[config.mk]
export PLATFORM = sky130hd
export DESIGN_NAME = divisor_list_ascending_flat
export DESIGN_NICKNAME = d
export VERILOG_FILES = /design/src/hdl/dla_pkg.sv /design/src/hdl/dla_in_if.sv /design/src/hdl/dla_out_if.sv /design/src/hdl/dla_datapath.sv /design/src/hdl/dla_ctrl.sv /design/src/hdl/divisor_list_ascending.sv /design/src/flat_wrapper.sv
export SDC_FILE = /design/constraint.sdc
export NUM_CORES = 1
export LEC_CHECK = 0
export ABC_AREA = 1
export BUFFER_PORTS_ARGS = -buffer_cell sky130_fd_sc_hd__buf_2
export CAP_MARGIN = 20
export CORE_MARGIN = 2
export CORE_UTILIZATION = 66
export CTS_CLUSTER_SIZE = 10
export DETAILED_ROUTE_END_ITERATION = 12
export PLACE_DENSITY = 0.83
export SETUP_SLACK_MARGIN = 0.2
export SYNTH_ARGS = -nofsm -noshare
export SYNTH_HDL_FRONTEND = slang
export SYNTH_SLANG_ARGS = --single-unit
export TNS_END_PERCENT = 100
[constraint.sdc]
create_clock -name clk -period 5.87 [get_ports clk]
set_input_delay 0.587 -clock clk [delete_from_list [all_inputs] [get_ports clk]]
set_output_delay 0.587 -clock clk [all_outputs]
set_load 0.005 [all_outputs]
[src/hdl/dla_pkg.sv]
// Shared types and constants for the ascending divisor lister.
// No dependencies; the controller, the datapath and the top level import this package.
`default_nettype none
package dla_pkg;

	// Results per run are capped; further divisors are dropped.
	localparam int MAX_RESULTS = 48;
	localparam int RES_W = $clog2(MAX_RESULTS + 1);

	typedef enum logic [2:0] {
		ST_IDLE,
		ST_TEST,
		ST_DIV,
		ST_CHECK,
		ST_POP,
		ST_POPW
	} dla_state_t;

	typedef struct packed {
		logic load;       // take a new number, restart the scan
		logic div_start;  // begin a trial division of the number by the candidate
		logic advance;    // step to the next candidate
		logic emit_cand;  // send the candidate as a divisor
		logic push;       // push the quotient on the cofactor stack
		logic pop_read;   // read the top of the stack and pop it
		logic emit_pop;   // send the popped cofactor
	} dla_cmd_t;

	typedef struct packed {
		logic in_zero;      // incoming number is zero
		logic sq_over;      // candidate squared exceeds the number
		logic div_busy;     // divider still iterating
		logic rem_zero;     // remainder of the last division is zero
		logic quo_ne_cand;  // quotient differs from the candidate
		logic stack_room;   // stack has a free entry
		logic stack_empty;  // no stacked cofactors left
		logic res_room;     // result cap not reached
		logic out_free;     // output register can take a word this cycle
	} dla_status_t;

endpackage
`default_nettype wire

[src/hdl/dla_in_if.sv]
// Input channel: valid/ready handshake carrying the number to factor.
// No dependencies.
`default_nettype none
interface dla_in_if #(
	parameter int NUMBER_WIDTH = 12
);
	logic                    valid;
	logic                    ready;
	logic [NUMBER_WIDTH-1:0] number;

	modport source (output valid, output number, input ready);
	modport sink   (input valid, input number, output ready);
endinterface
`default_nettype wire

[src/hdl/dla_out_if.sv]
// Output channel: valid/ready handshake carrying one divisor and its last flag.
// No dependencies.
`default_nettype none
interface dla_out_if #(
	parameter int NUMBER_WIDTH = 12
);
	logic                    valid;
	logic                    ready;
	logic [NUMBER_WIDTH-1:0] divisor;
	logic                    last;

	modport source (output valid, output divisor, output last, input ready);
	modport sink   (input valid, input divisor, input last, output ready);
endinterface
`default_nettype wire

[src/hdl/dla_datapath.sv]
// Datapath: candidate and square tracking, bit-serial restoring divider,
// cofactor stack memory and output register. Depends on dla_pkg.
`default_nettype none
module dla_datapath #(
	parameter int NUMBER_WIDTH = 12,
	parameter int STACK_DEPTH  = 24
) (
	input  wire logic                    clk,
	input  wire logic                    arst_n,
	input  wire dla_pkg::dla_cmd_t       cmd,
	output dla_pkg::dla_status_t         status,
	input  wire logic [NUMBER_WIDTH-1:0] number,
	output logic                         out_valid,
	input  wire logic                    out_ready,
	output logic [NUMBER_WIDTH-1:0]      out_divisor,
	output logic                         out_last
);
	import dla_pkg::*;

	localparam int W   = NUMBER_WIDTH;
	localparam int CW  = (W + 1) / 2 + 1;
	localparam int SW  = 2 * CW;
	localparam int AW  = $clog2(STACK_DEPTH);
	localparam int KW  = $clog2(STACK_DEPTH + 1);
	localparam int DCW = $clog2(W + 1);

	logic [W-1:0]     n_q;
	logic [CW-1:0]    cand_q;
	logic [SW-1:0]    sq_q;
	logic [W-1:0]     rem_q;
	logic [W-1:0]     quo_q;
	logic [DCW-1:0]   dcnt_q;
	logic [KW-1:0]    sp_q;
	logic [RES_W-1:0] rcnt_q;
	logic [W-1:0]     pop_q;
	logic [W-1:0]     mem [STACK_DEPTH];

	logic [W:0]    shifted;
	logic [W:0]    dvs;
	logic [W:0]    diff;
	logic          ge;
	logic [W-1:0]  cand_ext;
	logic [KW-1:0] sp_dec;
	logic          out_valid_q;
	logic [W-1:0]  out_divisor_q;
	logic          out_last_q;

	// One quotient bit per cycle.
	assign shifted  = {rem_q, quo_q[W-1]};
	assign dvs      = (W+1)'(cand_q);
	assign ge       = shifted >= dvs;
	assign diff     = shifted - dvs;
	assign cand_ext = W'(cand_q);
	assign sp_dec   = sp_q - 1'b1;

	always_comb begin
		status.in_zero     = number == '0;
		status.sq_over     = sq_q > SW'(n_q);
		status.div_busy    = dcnt_q != '0;
		status.rem_zero    = rem_q == '0;
		status.quo_ne_cand = quo_q != cand_ext;
		status.stack_room  = sp_q < KW'(STACK_DEPTH);
		status.stack_empty = sp_q == '0;
		status.res_room    = rcnt_q < RES_W'(MAX_RESULTS);
		status.out_free    = !out_valid_q || out_ready;
	end

	always_ff @(posedge clk or negedge arst_n) begin
		if (!arst_n) begin
			dcnt_q <= '0;
			sp_q   <= '0;
			rcnt_q <= '0;
		end else begin
			if (cmd.load) begin
				sp_q   <= '0;
				rcnt_q <= '0;
			end else begin
				if (cmd.push)
					sp_q <= sp_q + 1'b1;
				else if (cmd.pop_read)
					sp_q <= sp_dec;
				if (cmd.emit_cand || cmd.emit_pop)
					rcnt_q <= rcnt_q + 1'b1;
			end
			if (cmd.div_start)
				dcnt_q <= DCW'(W);
			else if (dcnt_q != '0)
				dcnt_q <= dcnt_q - 1'b1;
		end
	end

	always_ff @(posedge clk) begin
		if (cmd.load) begin
			n_q    <= number;
			cand_q <= CW'(1);
			sq_q   <= SW'(1);
		end else if (cmd.advance) begin
			cand_q <= cand_q + 1'b1;
			// (c+1)^2 = c^2 + 2c + 1
			sq_q   <= sq_q + SW'({cand_q, 1'b1});
		end
		if (cmd.div_start) begin
			rem_q <= '0;
			quo_q <= n_q;
		end else if (dcnt_q != '0) begin
			rem_q <= ge ? diff[W-1:0] : shifted[W-1:0];
			quo_q <= {quo_q[W-2:0], ge};
		end
	end

	always_ff @(posedge clk) begin
		if (cmd.push)
			mem[sp_q[AW-1:0]] <= quo_q;
		if (cmd.pop_read)
			pop_q <= mem[sp_dec[AW-1:0]];
	end

	always_ff @(posedge clk or negedge arst_n) begin
		if (!arst_n) begin
			out_valid_q <= 1'b0;
		end else if (cmd.emit_cand || cmd.emit_pop) begin
			out_valid_q <= 1'b1;
		end else if (out_ready) begin
			out_valid_q <= 1'b0;
		end
	end

	always_ff @(posedge clk) begin
		if (cmd.emit_cand) begin
			out_divisor_q <= cand_ext;
			out_last_q    <= cand_ext == n_q;
		end else if (cmd.emit_pop) begin
			out_divisor_q <= pop_q;
			out_last_q    <= pop_q == n_q;
		end
	end

	assign out_valid   = out_valid_q;
	assign out_divisor = out_divisor_q;
	assign out_last    = out_last_q;

endmodule
`default_nettype wire

[src/hdl/dla_ctrl.sv]
// Controller: sequences the candidate scan, the trial divisions and the
// cofactor pops. Depends on dla_pkg.
`default_nettype none
module dla_ctrl (
	input  wire logic                 clk,
	input  wire logic                 arst_n,
	input  wire logic                 in_valid,
	output logic                      in_ready,
	input  wire dla_pkg::dla_status_t status,
	output dla_pkg::dla_cmd_t         cmd
);
	import dla_pkg::*;

	dla_state_t state_q;
	dla_state_t state_d;

	always_ff @(posedge clk or negedge arst_n) begin
		if (!arst_n)
			state_q <= ST_IDLE;
		else
			state_q <= state_d;
	end

	always_comb begin
		state_d  = state_q;
		cmd      = '0;
		in_ready = 1'b0;
		unique case (state_q)
			ST_IDLE: begin
				in_ready = 1'b1;
				if (in_valid) begin
					cmd.load = 1'b1;
					state_d  = status.in_zero ? ST_IDLE : ST_TEST;
				end
			end
			ST_TEST: begin
				if (status.sq_over) begin
					state_d = ST_POP;
				end else begin
					cmd.div_start = 1'b1;
					state_d       = ST_DIV;
				end
			end
			ST_DIV: begin
				if (!status.div_busy)
					state_d = ST_CHECK;
			end
			ST_CHECK: begin
				if (!status.rem_zero) begin
					cmd.advance = 1'b1;
					state_d     = ST_TEST;
				end else if (!status.res_room || status.out_free) begin
					// hold while the output word is still waiting
					cmd.emit_cand = status.res_room;
					cmd.push      = status.quo_ne_cand && status.stack_room;
					cmd.advance   = 1'b1;
					state_d       = ST_TEST;
				end
			end
			ST_POP: begin
				if (status.stack_empty) begin
					state_d = ST_IDLE;
				end else begin
					cmd.pop_read = 1'b1;
					state_d      = ST_POPW;
				end
			end
			ST_POPW: begin
				if (!status.res_room || status.out_free) begin
					cmd.emit_pop = status.res_room;
					state_d      = ST_POP;
				end
			end
			default: state_d = ST_IDLE;
		endcase
	end

endmodule
`default_nettype wire

[src/hdl/divisor_list_ascending.sv]
// Top level of the ascending divisor lister: controller plus datapath.
// Depends on dla_pkg, dla_in_if, dla_out_if, dla_ctrl, dla_datapath.
//
//   channel   dir   words                 handshake
//   request   in    number                valid/ready
//   result    out   divisor, last         valid/ready
//
// One number at a time; request.ready is high only between runs.
// Each candidate c with c*c <= number goes through a trial division by the
// one-bit-per-cycle divider and a check; each stacked cofactor takes a memory read, then an emit.
// A stalled result holds the scan only when the next divisor is due.
// Reset clears the sequencer and counters; the stack needs no clearing.
`default_nettype none
module divisor_list_ascending #(
	parameter int NUMBER_WIDTH = 12,
	parameter int STACK_DEPTH  = 24
) (
	input wire logic clk,
	input wire logic arst_n,
	dla_in_if.sink   request,
	dla_out_if.source result
);
	import dla_pkg::*;

	dla_cmd_t    cmd;
	dla_status_t status;
	logic        in_ready;

	dla_ctrl u_ctrl (
		.clk      (clk),
		.arst_n   (arst_n),
		.in_valid (request.valid),
		.in_ready (in_ready),
		.status   (status),
		.cmd      (cmd)
	);

	dla_datapath #(
		.NUMBER_WIDTH (NUMBER_WIDTH),
		.STACK_DEPTH  (STACK_DEPTH)
	) u_datapath (
		.clk         (clk),
		.arst_n      (arst_n),
		.cmd         (cmd),
		.status      (status),
		.number      (request.number),
		.out_valid   (result.valid),
		.out_ready   (result.ready),
		.out_divisor (result.divisor),
		.out_last    (result.last)
	);

	assign request.ready = in_ready;

endmodule
`default_nettype wire

[src/flat_wrapper.sv]
// flat-port wrapper written by rule: the top's interface ports become plain ports
module divisor_list_ascending_flat import dla_pkg::*;
#(
	parameter int NUMBER_WIDTH = 12,
	parameter int STACK_DEPTH  = 24
)
  (clk, arst_n, request_valid, request_number, request_ready, result_valid, result_divisor, result_last, result_ready);
  dla_in_if #(.NUMBER_WIDTH(NUMBER_WIDTH)) request_i ();
  dla_out_if #(.NUMBER_WIDTH(NUMBER_WIDTH)) result_i ();
  input wire logic clk;
  input wire logic arst_n;
  input wire logic [$bits(request_i.valid)-1:0] request_valid;
  input wire logic [$bits(request_i.number)-1:0] request_number;
  output wire logic [$bits(request_i.ready)-1:0] request_ready;
  output wire logic [$bits(result_i.valid)-1:0] result_valid;
  output wire logic [$bits(result_i.divisor)-1:0] result_divisor;
  output wire logic [$bits(result_i.last)-1:0] result_last;
  input wire logic [$bits(result_i.ready)-1:0] result_ready;
  assign request_i.valid = request_valid;
  assign request_i.number = request_number;
  assign request_ready = request_i.ready;
  assign result_valid = result_i.valid;
  assign result_divisor = result_i.divisor;
  assign result_last = result_i.last;
  assign result_i.ready = result_ready;
  divisor_list_ascending #(.NUMBER_WIDTH(NUMBER_WIDTH), .STACK_DEPTH(STACK_DEPTH)) u_core (.clk(clk), .arst_n(arst_n), .request(request_i), .result(result_i));
endmodule
======== After elaboration in Yosys (flattened, before gate mapping) ========
Memories as Yosys holds them, arrays and structs flattened. A register that Yosys moved wholly into a read port is not among the register bits.
Index checks and enable logic that the tools add are counted.
storage, ports and cells
  input bits .............................. 16
  logic and storage cells ................. 94
  memories kept ........................... 1
  bits in registers ....................... 89
  output and inout port bits .............. 15
  RAM bits ................................ 288
memories
  name                   words  width  read ports  clocked after memory_dff  write ports  RTL line            text
  u_core.u_datapath.mem  24     12     1           1                         1            dla_datapath.sv:36  logic [W-1:0] mem [STACK_DEPTH];
cells by class
  add/subtract/negate cells ............... 7
  reductions and logical operators ........ 17
  muxes and demuxes ....................... 40
  eq/ne operators ......................... 12
  order comparisons ....................... 4
operators with widths
  kind                                                              number
  12-bit 2-to-1 mux                                                 3
  3-bit 2-to-1 mux                                                  9
  12-bit zero test                                                  2
  3-bit one-hot mux with 6 select lines                             1
  1-bit 2-to-1 mux                                                  17
  5-bit 2-to-1 mux                                                  3
  14-bit by 8-bit adder with 14-bit output                          1
  14-bit by 12-bit > comparator with 1-bit output                   1
  7-bit 2-to-1 mux                                                  2
  13-bit by 7-bit >= comparator with 1-bit output                   1
  12-bit == test                                                    1
  7-bit by 12-bit == test with 1-bit output                         1
  6-bit 2-to-1 mux                                                  2
  12-bit by 7-bit inequality test with 1-bit output                 1
  12-bit by 7-bit subtractor with 12-bit output                     1
  4-bit 2-to-1 mux                                                  2
  2-bit nonzero test                                                4
  7-bit by 1-bit adder with 7-bit output (second input constant)    1
  6-bit by 1-bit adder with 6-bit output (second input constant)    1
  3-bit by 2-bit == test with 1-bit output (second input constant)  2
  3-bit == test (second input constant)                             2
  6-bit less-than comparator (second input constant)                1
  2-bit inequality test (second input constant)                     3
  5-bit by 1-bit adder with 5-bit output (second input constant)    1
  other kinds (14)                                                  17

======== Longest topological paths before layout ========
Gate-level depths: netlist of the first run.
  depth after elaboration ................. 9
  gate-level depth with buffers ........... 13
  mapped depth without buffers ............ 13

======== By module ========
From an unflattened synthesis of the first run, not the netlist that was laid out.
second synthesis, totals
  cell total of the unflattened synthesis .. 1643
  area total of the unflattened synthesis .. 17418.0 µm²
by module, submodules not included
  module        instances  seq. area each (µm²)  area each (µm²)  cells an instance
  dla_datapath  1          11130.7               17088.9          1590
  dla_ctrl      1          75.1                  329.1            53

======== Worst setup path after synthesis of the first run ========
OpenSTA, ideal clock, no wires.
  path type ............................... register to register
  start ................................... register u_core.u_datapath.sp_q[0]
  end ..................................... register u_core.u_datapath.pop_q[10] (read register of u_core.u_datapath.mem), data pin
  setup slack ............................. 3462 ps
  data required time ...................... 5605 ps
  arrival time ............................ 2143 ps
  period minus slack after synthesis ...... 2408 ps
  cell stages (with the launch flop) ...... 14
  buffers on the path ..................... 5
  setup time .............................. 265 ps
  cell sequence ........................... dfrtp_1 buf_4 inv_2 buf_2 buf_2 ha_1 buf_2 clkinv_1 clkbuf_1 o21ai_0 o22ai_1 a21o_1 a21oi_1 a31oi_1
on the way
  cells in the longest elaborated chain, start to end .. 3
  elaborated cells on any way between the ends .. 4
  those cells by class .................... 1 x add/sub; 2 x mux; 1 x reduce/logical
RTL lines
  element                                                                              RTL line            text
  from (decl)                                                                          dla_datapath.sv:33  logic [KW-1:0] sp_q;
  from (signal assigned)                                                               dla_datapath.sv:79  sp_q <= sp_q + 1'b1;
  from (signal assigned)                                                               dla_datapath.sv:81  sp_q <= sp_dec;
  branches (longest 3 deep; another with 5-bit by 1-bit subtractor with 5-bit output)  --
  to (decl)                                                                            dla_datapath.sv:35  logic [W-1:0] pop_q;
Several ways; the timed one is not identified.
A chain may end at the register's enable or synchronous reset.

======== Worst setup path after layout of the first run ========
  start ................................... register u_core.u_datapath.sp_q[0]
  end ..................................... register u_core.u_datapath.pop_q[6] (read register of u_core.u_datapath.mem), data pin
The elaborated chain is that of the path after synthesis.

==> flow_metrics.env, run 1 <==
export IMPL_gp_congestion=0.9285
export IMPL_largest_net_degree_at_the_start_of_global_routing=97
export IMPL_netlist_cell_type_count=53
export IMPL_cp_required_ns=6.13
export IMPL_synth_fp_nets=1597
export IMPL_leakage_power_of_the_design_uw=0.007072
export IMPL_critPathMaxStageDelay_ns=0.90
export IMPL_outcome="finished clean"
export IMPL_finalMaxSlewViolations=0
export IMPL_final_worst_path_period_share=0.6589
export IMPL_vdd_ir_drop_max_uv=386.5
export IMPL_grt_ovfl_total=0
export IMPL_floorplan_die_height_um=165.4
export IMPL_worst_setup_path_start_kind="flip-flop"
export IMPL_numClockSinks=389
export IMPL_grt_setup_unrepaired="false"
export IMPL_synth_area_leaders="sky130_fd_sc_hd__edfxtp_1 58%, sky130_fd_sc_hd__o21ai_0 5.9%, sky130_fd_sc_hd__nor2_1 5.0%"
export IMPL_cts_made_buffers=45
export IMPL_cts_hold_buffers_added=1
export IMPL_num_io_pins=31
export IMPL_final_core_util=0.7325
export IMPL_path_buf_inv=2
export IMPL_hold_viol=0
export IMPL_first_global_vias=11750
export IMPL_layout_cells_most_common_list="332 x sky130_fd_sc_hd__edfxtp_1, 228 x sky130_fd_sc_hd__nor2_1, 204 x sky130_fd_sc_hd__o21ai_0"
export IMPL_ys_ff_latch=389
export IMPL_cp_top_family="buffers and inverters"
export IMPL_drt_antenna_violating_nets=0
export IMPL_layout_nets=1625
export IMPL_synth_area_per_cell_um2=11.14
export IMPL_antennaDiodeCount=0
export IMPL_multi_input_logic_area_mm2=0.005215
export IMPL_setup_worst_path_end_class="flip-flop"
export IMPL_worstMarginPinSlew_ns=1.164
export IMPL_wl_per_cell_um=22.61
export IMPL_post_route_cells_drive_above_1_share=0.08994
export IMPL_synthesis_instances=1544
export IMPL_fin_skew_ns=0.02664
export IMPL_final_min_clock_period_ns=3.868
export IMPL_yosysWarnings=0
export IMPL_final_fill_count=1697
export IMPL_post_synth_instance_area_mm2=0.01720
export IMPL_htree_num_levels=2
export IMPL_crit_path_class="flip-flop to flip-flop"
export IMPL_cts_root_buffer="sky130_fd_sc_hd__clkbuf_16"
export IMPL_dieArea_mm2=0.02737
export IMPL_worst_endpoint_arrival_ns=4.12
export IMPL_antenna_found_initial=0
export IMPL_dieWidth_um=165.4
export IMPL_synth_yosys_seq_area_share=0.6514
export IMPL_starting_density_of_the_core=0.6658
export IMPL_clk_path_buf_depth=3
export IMPL_fmaxAchievable_mhz=258.6
export IMPL_yosysTopAreaCell="sky130_fd_sc_hd__edfxtp_1"
export IMPL_placementRows=59
export IMPL_drc=0
export IMPL_clock_latency_ns=0.55
export IMPL_core_box_area_mm2=0.02584
export IMPL_post_cts_setup_repair_bufs=0
export IMPL_wirelength_mm=43.52
export IMPL_port_buffers=30
export IMPL_via_per_inst=6.546
export IMPL_cts_repair_resize_count=0
export IMPL_max_slew_margin_rel=0.2238
export IMPL_global_route_usage_total=0.3150
export IMPL_yosysTopAreaCellShare=0.5795
export IMPL_drt_initial_violations=2230
export IMPL_timing_critical_path_slowest_stage_cell="sky130_fd_sc_hd__dfrtp_4"
export IMPL_synthToLayoutAreaGrowth_pct=10.02
export IMPL_drt_pre_antenna_iters=6
export IMPL_maxCapViolations=0
export IMPL_report_final_setup_viol=0
export IMPL_worst_hold_slack_ns=0.2406
export IMPL_fin_tns_setup_ns=0
export IMPL_min_delay_path_class="primary input to flip-flop"
export IMPL_cp_cell_sequence="inv_4 -> ha_1 -> xnor2_2 -> inv_2 -> o211ai_1 -> a31oi_1"
export IMPL_critPathMaxFanout=76
export IMPL_tritoncts="done"
export IMPL_power_density_cell_area_mw_per_mm2=575.0
export IMPL_clkSlewWorstSetupHoldPaths_ns=0.06
export IMPL_ff_latch_area_mm2=0.01121
export IMPL_dr_total_vias=12600
export IMPL_layout_commonest_cell="sky130_fd_sc_hd__edfxtp_1"
export IMPL_grt_first_pass_wirelength_mm=65.07
export IMPL_total_power_uw=10880
export IMPL_dpl_hpwl_mm=26.94
## report_power, final
group	switching (uW)	internal [uW]	total (uW)	leakage [uW]
clock network	1030	1420	2450	0.000607
registers	434	3610	4050	0.00358
logic	2970	1410	4380	0.00289
total	4440	6450	10900	0.00707
## flip-flops by register name, indices dropped and copies added, names as in the netlist
name,flops
u_core.u_datapath.n_q,12
u_core.u_datapath.mem,288
u_core.u_datapath.out_divisor,12
u_core.u_datapath.rcnt_q,6
u_core.u_datapath.quo_q,12
u_core.u_datapath.cand_q,7
u_core.u_ctrl.state_q,3
u_core.u_datapath.pop_q,12
u_core.u_datapath.rem_q,12
u_core.u_datapath.sq_q,14
u_core.u_datapath.out_valid,1
u_core.u_datapath.sp_q,5
u_core.u_datapath.out_last,1
u_core.u_datapath.dcnt_q,4
## worst paths after layout
| path | start | to | slack [ns] | cells past startpoint |
|---|---|---|---|---|
| min reg2reg | u_core.u_datapath.sq_q[13]$_SDFFE_PP0P_ | u_core.u_datapath.sq_q[13]$_SDFFE_PP0P_ | 0.48 | 2 |
| max in group asynchronous | arst_n | u_core.u_datapath.sp_q[0]$_DFFE_PN0P_ | 5.00 | 2 |
| max reg2reg | u_core.u_datapath.sp_q[0]$_DFFE_PN0P_ | u_core.u_datapath.pop_q[6]$_DFFE_PP_ | 2.00 | 6 |
| max | u_core.u_datapath.sp_q[0]$_DFFE_PN0P_ | u_core.u_datapath.pop_q[6]$_DFFE_PP_ | 2.00 | 6 |
| min | request_number[8] | u_core.u_datapath.n_q[8]$_DFFE_PP_ | 0.24 | 1 |
| min in group asynchronous | arst_n | u_core.u_ctrl.state_q[2]$_DFFE_PN0P_ | 0.52 | 2 |
## stage by stage
step	std cells	setup slack, ns	area, um^2
after floorplan	1544	3.462	17200
after global placement	1843	2.058	17490
after detailed placement	1846	2.102	17520
after CTS	1912	2.074	18790
after global routing	1925	1.797	18930
final	1925	2.002	18930
## cell families (layout without fill, tap and decap cells)
family	count (synthesis)	in the layout	share of synthesized area
compound gates	398	398	0.1341
xor+xnor	28	28	0.01513
fa+ha+maj	37	37	0.02778
buf+inv	186	232	0.04560
flops	389	389	0.6514
simple gates	506	506	0.1260
## area by class of cell
cell class              instances  share of cell area
well taps                     335             0.02215
clock inverters                 4            0.002578
flip-flops and latches        389              0.5923
multi-input cells             969              0.2755
inverters                     108             0.02155
repair buffers                 59             0.02215
clock buffers                  61             0.06379
## synth_stat cells, drive strengths merged
cell and n:
or2 1, o211ai 23, a211oi 4, a21o 13, xnor2 10, o21a 2, o21ai 209, clkinv 2
nor3 15, nor3b 1, xor2 18, o21bai 1, nand4 13, buf 35, and2 1, and3 5
a22oi 1, inv 106, a31o 1, nand3b 3, a31oi 13, nand3 58, o221ai 25, nor2 235
o22ai 48, edfxtp 332, dfxtp 38, a221oi 1, dfrtp 19, nor4 5, nand2 169, a21oi 57
clkbuf 43, fa 2, ha 35
## worst reg2reg max path: stages, from the launching register on
cell and delay (ns):
sky130_fd_sc_hd__dfrtp_4 0.90, sky130_fd_sc_hd__inv_4 0.41, sky130_fd_sc_hd__ha_1 0.40, sky130_fd_sc_hd__xnor2_2 0.58, sky130_fd_sc_hd__inv_2 0.60, sky130_fd_sc_hd__o211ai_1 0.52
sky130_fd_sc_hd__a31oi_1 0.15
## layer usage
metal / global-route usage / routed length, um / vias up
met5: 0 / 0 / -
met4: 0.1234 / 1634 / 0
met3: 0.06294 / 4904 / 164
met2: 0.5051 / 20560 / 875
met1: 0.4292 / 16430 / 5983
li1: - / - / 5580
Power figures use the tool's default switching activity.
==> inputs of run 2 (changes only) <==
--- a/config.mk
+++ b/config.mk
@@ -9,10 +9,10 @@
 export BUFFER_PORTS_ARGS = -buffer_cell sky130_fd_sc_hd__buf_2
 export CAP_MARGIN = 20
 export CORE_MARGIN = 2
-export CORE_UTILIZATION = 66
+export CORE_UTILIZATION = 57
 export CTS_CLUSTER_SIZE = 10
 export DETAILED_ROUTE_END_ITERATION = 12
-export PLACE_DENSITY = 0.83
+export PLACE_DENSITY = 0.76
 export SETUP_SLACK_MARGIN = 0.2
 export SYNTH_ARGS = -nofsm -noshare
 export SYNTH_HDL_FRONTEND = slang
==> constraint.sdc (replaced) <==
create_clock -name clk -period 3.15 [get_ports clk]
set_input_delay 0.315 -clock clk [delete_from_list [all_inputs] [get_ports clk]]
set_output_delay 0.315 -clock clk [all_outputs]
set_load 0.005 [all_outputs]
==> flow_metrics.env, run 2 (synthesized netlist as in run 1, its figures left out) <==
export IMPL_outcome="finished clean"
export IMPL_worstMarginPinSlew_ns=0.9717
export IMPL_post_cts_setup_repair_bufs=0
export IMPL_report_final_setup_viol=0
export IMPL_post_route_cells_drive_above_1_share=0.1050
export IMPL_gate_power_share=0.433
export IMPL_drt_initial_violations=1648
export IMPL_fmaxAchievable_mhz=354.6
export IMPL_final_fill_count=2185
export IMPL_power_share_of_the_sequential_group=0.343
export IMPL_cp_required_ns=3.43
export IMPL_dpl_hpwl_mm=27.93
export IMPL_final_min_clock_period_ns=2.820
export IMPL_leakage_power_of_the_design_uw=0.007272
export IMPL_layout_commonest_cell="sky130_fd_sc_hd__edfxtp_1"
export IMPL_power_switching_fraction=0.4043
export IMPL_grt_first_pass_wirelength_mm=68.34
export IMPL_core_box_area_mm2=0.02972
export IMPL_final_core_util=0.6510
export IMPL_tritoncts="done"
export IMPL_wirelength_mm=43.92
export IMPL_fin_tns_setup_ns=0
export IMPL_worst_setup_path_start_kind="flip-flop"
export IMPL_floorplan_die_height_um=177.7
export IMPL_gp_congestion=0.9557
export IMPL_drt_antenna_violating_nets=0
export IMPL_largest_net_degree_at_the_start_of_global_routing=148
export IMPL_finalMaxSlewViolations=0
export IMPL_max_ffs_per_register=288
export IMPL_num_io_pins=31
export IMPL_maxCapViolations=0
export IMPL_setup_worst_path_end_class="flip-flop"
export IMPL_placementRows=63
export IMPL_cts_root_buffer="sky130_fd_sc_hd__clkbuf_16"
export IMPL_power_density_cell_area_mw_per_mm2=1068
export IMPL_grt_setup_unrepaired="false"
export IMPL_critPathMaxFanout=36
export IMPL_crit_path_class="flip-flop to flip-flop"
export IMPL_vdd_ir_drop_max_uv=576.0
export IMPL_dieArea_mm2=0.03159
export IMPL_placedInstanceArea_mm2=0.01794
export IMPL_stdcell_area_mm2=0.01934
export IMPL_port_buffers=30
export IMPL_layout_nets=1664
export IMPL_starting_density_of_the_core=0.5789
export IMPL_cts_made_buffers=45
export IMPL_grt_ovfl_total=0
export IMPL_antenna_found_initial=0
export IMPL_p_clk_frac=0.224
export IMPL_final_worst_path_period_share=0.8952
export IMPL_drt_pre_antenna_iters=7
export IMPL_numClockSinks=389
export IMPL_worst_endpoint_arrival_ns=3.10
export IMPL_total_switching_power_uw=8358
export IMPL_synthToLayoutAreaGrowth_pct=12.45
export IMPL_ff_latch_area_mm2=0.01121
export IMPL_clk_path_buf_depth=3
export IMPL_max_slew_margin_rel=0.3522
export IMPL_cts_repair_resize_count=0
export IMPL_clkSlewWorstSetupHoldPaths_ns=0.06
export IMPL_dieWidth_um=177.7
export IMPL_hold_viol=0
export IMPL_layout_cells_most_common_list="332 x sky130_fd_sc_hd__edfxtp_1, 228 x sky130_fd_sc_hd__nor2_1, 204 x sky130_fd_sc_hd__o21ai_0"
export IMPL_fin_skew_ns=0.01468
export IMPL_clock_latency_ns=0.56
export IMPL_first_global_vias=12060
export IMPL_min_delay_path_class="primary input to flip-flop"
export IMPL_cts_hold_buffers_added=12
export IMPL_p_int_uw=12310
export IMPL_wl_per_cell_um=21.75
export IMPL_dr_total_vias=12390
export IMPL_via_per_inst=6.138
export IMPL_global_route_usage_total=0.2847
export IMPL_multi_input_logic_area_mm2=0.005215
export IMPL_htree_num_levels=2
export IMPL_drc=0
## run 2: area by class of cell
type,instances,share of cell area
Inverter,108,0.02109
Antenna cell,1,0.0001294
Clock inverter,4,0.005110
Timing Repair Buffer,98,0.03829
Tap cell,390,0.02522
Clock buffer,60,0.06112
Multi-Input combinational cell,969,0.2696
Sequential cell,389,0.5795
## run 2: power groups by stage
stage                     clock network (uW)  registers, uW  logic, uW
after floorplan                            0           7310       5560
after global placement                     0           7150       8560
after detailed placement                   0           7170       8730
after CTS                               4670           7070       8780
after global routing                    4860           7120       9770
final                                   4640           7080       8950
## run 2: worst paths after layout
kind / start / endpoint / slack [ns] / depth (start not counted)
max in group asynchronous: arst_n / u_core.u_datapath.sp_q[0]$_DFFE_PN0P_ / 2.51 / 2
worst max-delay path: u_core.u_datapath.sp_q[1]$_DFFE_PN0P_ / u_core.u_datapath.pop_q[3]$_DFFE_PP_ / 0.33 / 7
worst min register to register: u_core.u_datapath.sq_q[13]$_SDFFE_PP0P_ / u_core.u_datapath.sq_q[13]$_SDFFE_PP0P_ / 0.47 / 2
worst min-delay path: request_number[7] / u_core.u_datapath.n_q[7]$_DFFE_PP_ / 0.03 / 1
worst max register to register: u_core.u_datapath.sp_q[1]$_DFFE_PN0P_ / u_core.u_datapath.pop_q[3]$_DFFE_PP_ / 0.33 / 7
min in group asynchronous: arst_n / u_core.u_datapath.rcnt_q[4]$_DFFE_PN0P_ / 0.28 / 2
## run 2: critical path, cell delays in order (launching register included)
cell                       delay [ns]
sky130_fd_sc_hd__dfrtp_1         0.44
sky130_fd_sc_hd__inv_1           0.13
sky130_fd_sc_hd__ha_1            0.24
sky130_fd_sc_hd__xnor2_2         0.66
sky130_fd_sc_hd__inv_2           0.40
sky130_fd_sc_hd__buf_12          0.29
sky130_fd_sc_hd__o211ai_1        0.25
sky130_fd_sc_hd__a31oi_1         0.12
## run 2: metrics by stage
step	setup slack [ns]	hold slack, ns	total power, uW	cells
after floorplan	0.7417	0.01941	12880	1544
after global placement	0.5457	0.2792	15710	1942
after detailed placement	0.4558	0.2835	15900	1942
after CTS	0.4337	0.01050	20520	2018
after global routing	0.2051	0.006532	21760	2018
final	0.3300	0.02853	20670	2019
## run 2: routing by layer
metal | share of wire | global-route usage | vias to the layer above
met1 | 0.41 | 0.4009 | 6014
li1 | - | - | 5663
met4 | 0.029 | 0.09495 | 0
met2 | 0.47 | 0.4545 | 626
met5 | 0 | 0 | -
met3 | 0.091 | 0.04606 | 90
==> inputs of run 3 (changes only) <==
--- a/config.mk
+++ b/config.mk
@@ -12,7 +12,7 @@
 export CORE_UTILIZATION = 57
 export CTS_CLUSTER_SIZE = 10
 export DETAILED_ROUTE_END_ITERATION = 12
-export PLACE_DENSITY = 0.76
+export PLACE_DENSITY = 0.75
 export SETUP_SLACK_MARGIN = 0.2
 export SYNTH_ARGS = -nofsm -noshare
 export SYNTH_HDL_FRONTEND = slang
==> flow_metrics.env, run 3 (synthesized netlist as in run 1, its figures left out) <==
export IMPL_drt_antenna_violating_nets=0
export IMPL_dpl_hpwl_mm=27.12
export IMPL_worst_endpoint_arrival_ns=3.02
export IMPL_finish_cell_count_without_fillers=2016
export IMPL_clkSlewWorstSetupHoldPaths_ns=0.06
export IMPL_critical_path_reg2reg_endpoint="u_core.u_datapath.mem[8][8]$_DFFE_PP_"
export IMPL_min_to="u_core.u_datapath.n_q[7]$_DFFE_PP_"
export IMPL_dr_total_vias=12260
export IMPL_grt_first_pass_wirelength_mm=66.46
export IMPL_drc=0
export IMPL_post_route_cells_drive_above_1_share=0.1052
export IMPL_min_delay_path_class="primary input to flip-flop"
export IMPL_global_route_usage_total=0.2802
export IMPL_leakage_power_of_the_design_uw=0.007262
export IMPL_num_io_pins=31
export IMPL_layout_nets=1663
export IMPL_floorplan_die_height_um=177.7
export IMPL_worst_setup_path_start_kind="flip-flop"
export IMPL_via_per_inst=6.079
export IMPL_hold_path_startpoint="request_number[7]"
export IMPL_drt_initial_violations=1418
export IMPL_synthToLayoutAreaGrowth_pct=12.28
export IMPL_drt_pre_antenna_iters=6
export IMPL_critPathMaxFanout=11
export IMPL_wl_per_cell_um=21.61
export IMPL_maxCapViolations=0
export IMPL_grt_ovfl_total=0
export IMPL_tritoncts="done"
export IMPL_gp_congestion=0.8943
export IMPL_wirelength_mm=43.57
export IMPL_final_worst_path_period_share=0.8816
export IMPL_antennaDiodeCount=0
export IMPL_dp_cells=1941
export IMPL_dieArea_mm2=0.03159
export IMPL_crit_path_class="flip-flop to flip-flop"
export IMPL_r2r_setup_slack_ns=0.37
export IMPL_layout_cells_most_common_list="332 x sky130_fd_sc_hd__edfxtp_1, 228 x sky130_fd_sc_hd__nor2_1, 204 x sky130_fd_sc_hd__o21ai_0"
export IMPL_antenna_found_initial=0
export IMPL_vdd_ir_drop_max_uv=686.9
export IMPL_clock_latency_ns=0.56
export IMPL_port_buffers=30
export IMPL_max_ffs_per_register=288
export IMPL_final_min_clock_period_ns=2.777
export IMPL_power_density_cell_area_mw_per_mm2=1062
export IMPL_worst_hold_path_num_cells=1
export IMPL_cts_repair_resize_count=0
export IMPL_fmaxAchievable_mhz=360.1
export IMPL_cp_required_ns=3.39
export IMPL_placementRows=63
export IMPL_clk_path_buf_depth=3
export IMPL_grt_setup_unrepaired="false"
export IMPL_fin_tns_setup_ns=0
export IMPL_max_slew_margin_rel=0.4988
export IMPL_cts_root_buffer="sky130_fd_sc_hd__clkbuf_16"
export IMPL_outcome="finished clean"
export IMPL_starting_density_of_the_core=0.5789
export IMPL_critical_path_reg2reg_startpoint="u_core.u_datapath.rem_q[6]$_SDFFE_PP0P_"
export IMPL_fin_skew_ns=0.02053
export IMPL_hold_viol=0
export IMPL_dieWidth_um=177.7
export IMPL_cts_made_buffers=45
export IMPL_first_global_vias=11740
export IMPL_layout_commonest_cell="sky130_fd_sc_hd__edfxtp_1"
export IMPL_finalMaxSlewViolations=0
export IMPL_worstMarginPinSlew_ns=0.7449
export IMPL_setup_worst_path_end_class="flip-flop"
export IMPL_core_box_area_mm2=0.02972
export IMPL_final_fill_count=2193
export IMPL_numClockSinks=389
export IMPL_largest_net_degree_at_the_start_of_global_routing=148
export IMPL_htree_num_levels=2
export IMPL_worstRegToRegCells=10
export IMPL_report_final_setup_viol=0
==> run 3: power breakdown <==
part	total [uW]	leakage, uW	switching (uW)	internal, uW
logic	8860	0.00307	6010	2850
registers	7100	0.00358	376	6720
clock network	4550	0.000608	1920	2630
total	20500	0.00726	8310	12200
==> run 3: per-stage QoR <==
stage | hold WS [ns] | area (um^2) | setup WS (ns) | utilization | total power, uW
floorplan | 0.01941 | 17200 | 0.7417 | - | 12880
global placement | 0.2948 | 17930 | 0.4703 | 0.6035 | 15610
detailed placement | 0.3069 | 17930 | 0.4490 | 0.6035 | 15810
CTS | 0.03931 | 19320 | 0.4352 | 0.6500 | 20410
global route | 0.03619 | 19320 | 0.2066 | 0.6500 | 21670
finish | 0.05460 | 19320 | 0.3731 | 0.6500 | 20510
==> run 3: worst max-delay path by stage <==
stage	startpoint	end	slack, ns	depth (start not counted)
6_report	u_core.u_datapath.rem_q[6]$_SDFFE_PP0P_	u_core.u_datapath.mem[8][8]$_DFFE_PP_	0.37	10
5_1_grt	u_core.u_datapath.rem_q[6]$_SDFFE_PP0P_	u_core.u_datapath.mem[8][8]$_DFFE_PP_	0.21	10
4_1_cts	u_core.u_datapath.rem_q[6]$_SDFFE_PP0P_	u_core.u_datapath.mem[8][8]$_DFFE_PP_	0.44	10
3_5_place_dp	u_core.u_datapath.rem_q[6]$_SDFFE_PP0P_	u_core.u_datapath.mem[8][2]$_DFFE_PP_	0.45	10
3_3_place_gp	u_core.u_datapath.rem_q[6]$_SDFFE_PP0P_	u_core.u_datapath.mem[8][2]$_DFFE_PP_	0.47	10
2_1_floorplan	u_core.u_datapath.sp_q[0]$_DFFE_PN0P_	u_core.u_datapath.pop_q[10]$_DFFE_PP_	0.74	13
==> run 3: worst max-delay path, cell delays in order, from the launching register on <==
cell and delay, ns:
sky130_fd_sc_hd__dfxtp_1 0.33, sky130_fd_sc_hd__nor2_1 0.19, sky130_fd_sc_hd__nand2_1 0.12, sky130_fd_sc_hd__nor2_4 0.17, sky130_fd_sc_hd__nand3_4 0.12, sky130_fd_sc_hd__a211oi_4 0.29, sky130_fd_sc_hd__nand2_2 0.24, sky130_fd_sc_hd__inv_2 0.16
sky130_fd_sc_hd__nand2_2 0.14, sky130_fd_sc_hd__nor2_1 0.40, sky130_fd_sc_hd__buf_4 0.30
==> run 3: timing repair <==
action | 4_1_cts | 5_1_grt
endpoints found under the setup margin | 0 | 0
hold buffers | 12 | 0
endpoints found under the hold margin | 30 | 0
setup buffers | 0 | 0
==> run 3: layout make-up <==
cell class / instances / area [um^2] / share of cell area
clock buffers: 59 / 1189 / 0.06154
clock inverters: 4 / 73.82 / 0.003822
inverters: 108 / 407.9 / 0.02112
multi-input cells: 969 / 5215 / 0.2700
flip-flops and latches: 389 / 11210 / 0.5803
well taps: 390 / 488.0 / 0.02526
repair buffers: 97 / 733.2 / 0.03796
==> run 3: layer usage <==
layer,wire length [um],GRT usage,vias up,share of wire
li1,-,-,5657,-
met1,17590,0.3869,5880,0.40
met2,20330,0.4388,616,0.47
met3,4234,0.06084,102,0.097
met4,1411,0.1042,0,0.032
met5,0,0,-,0
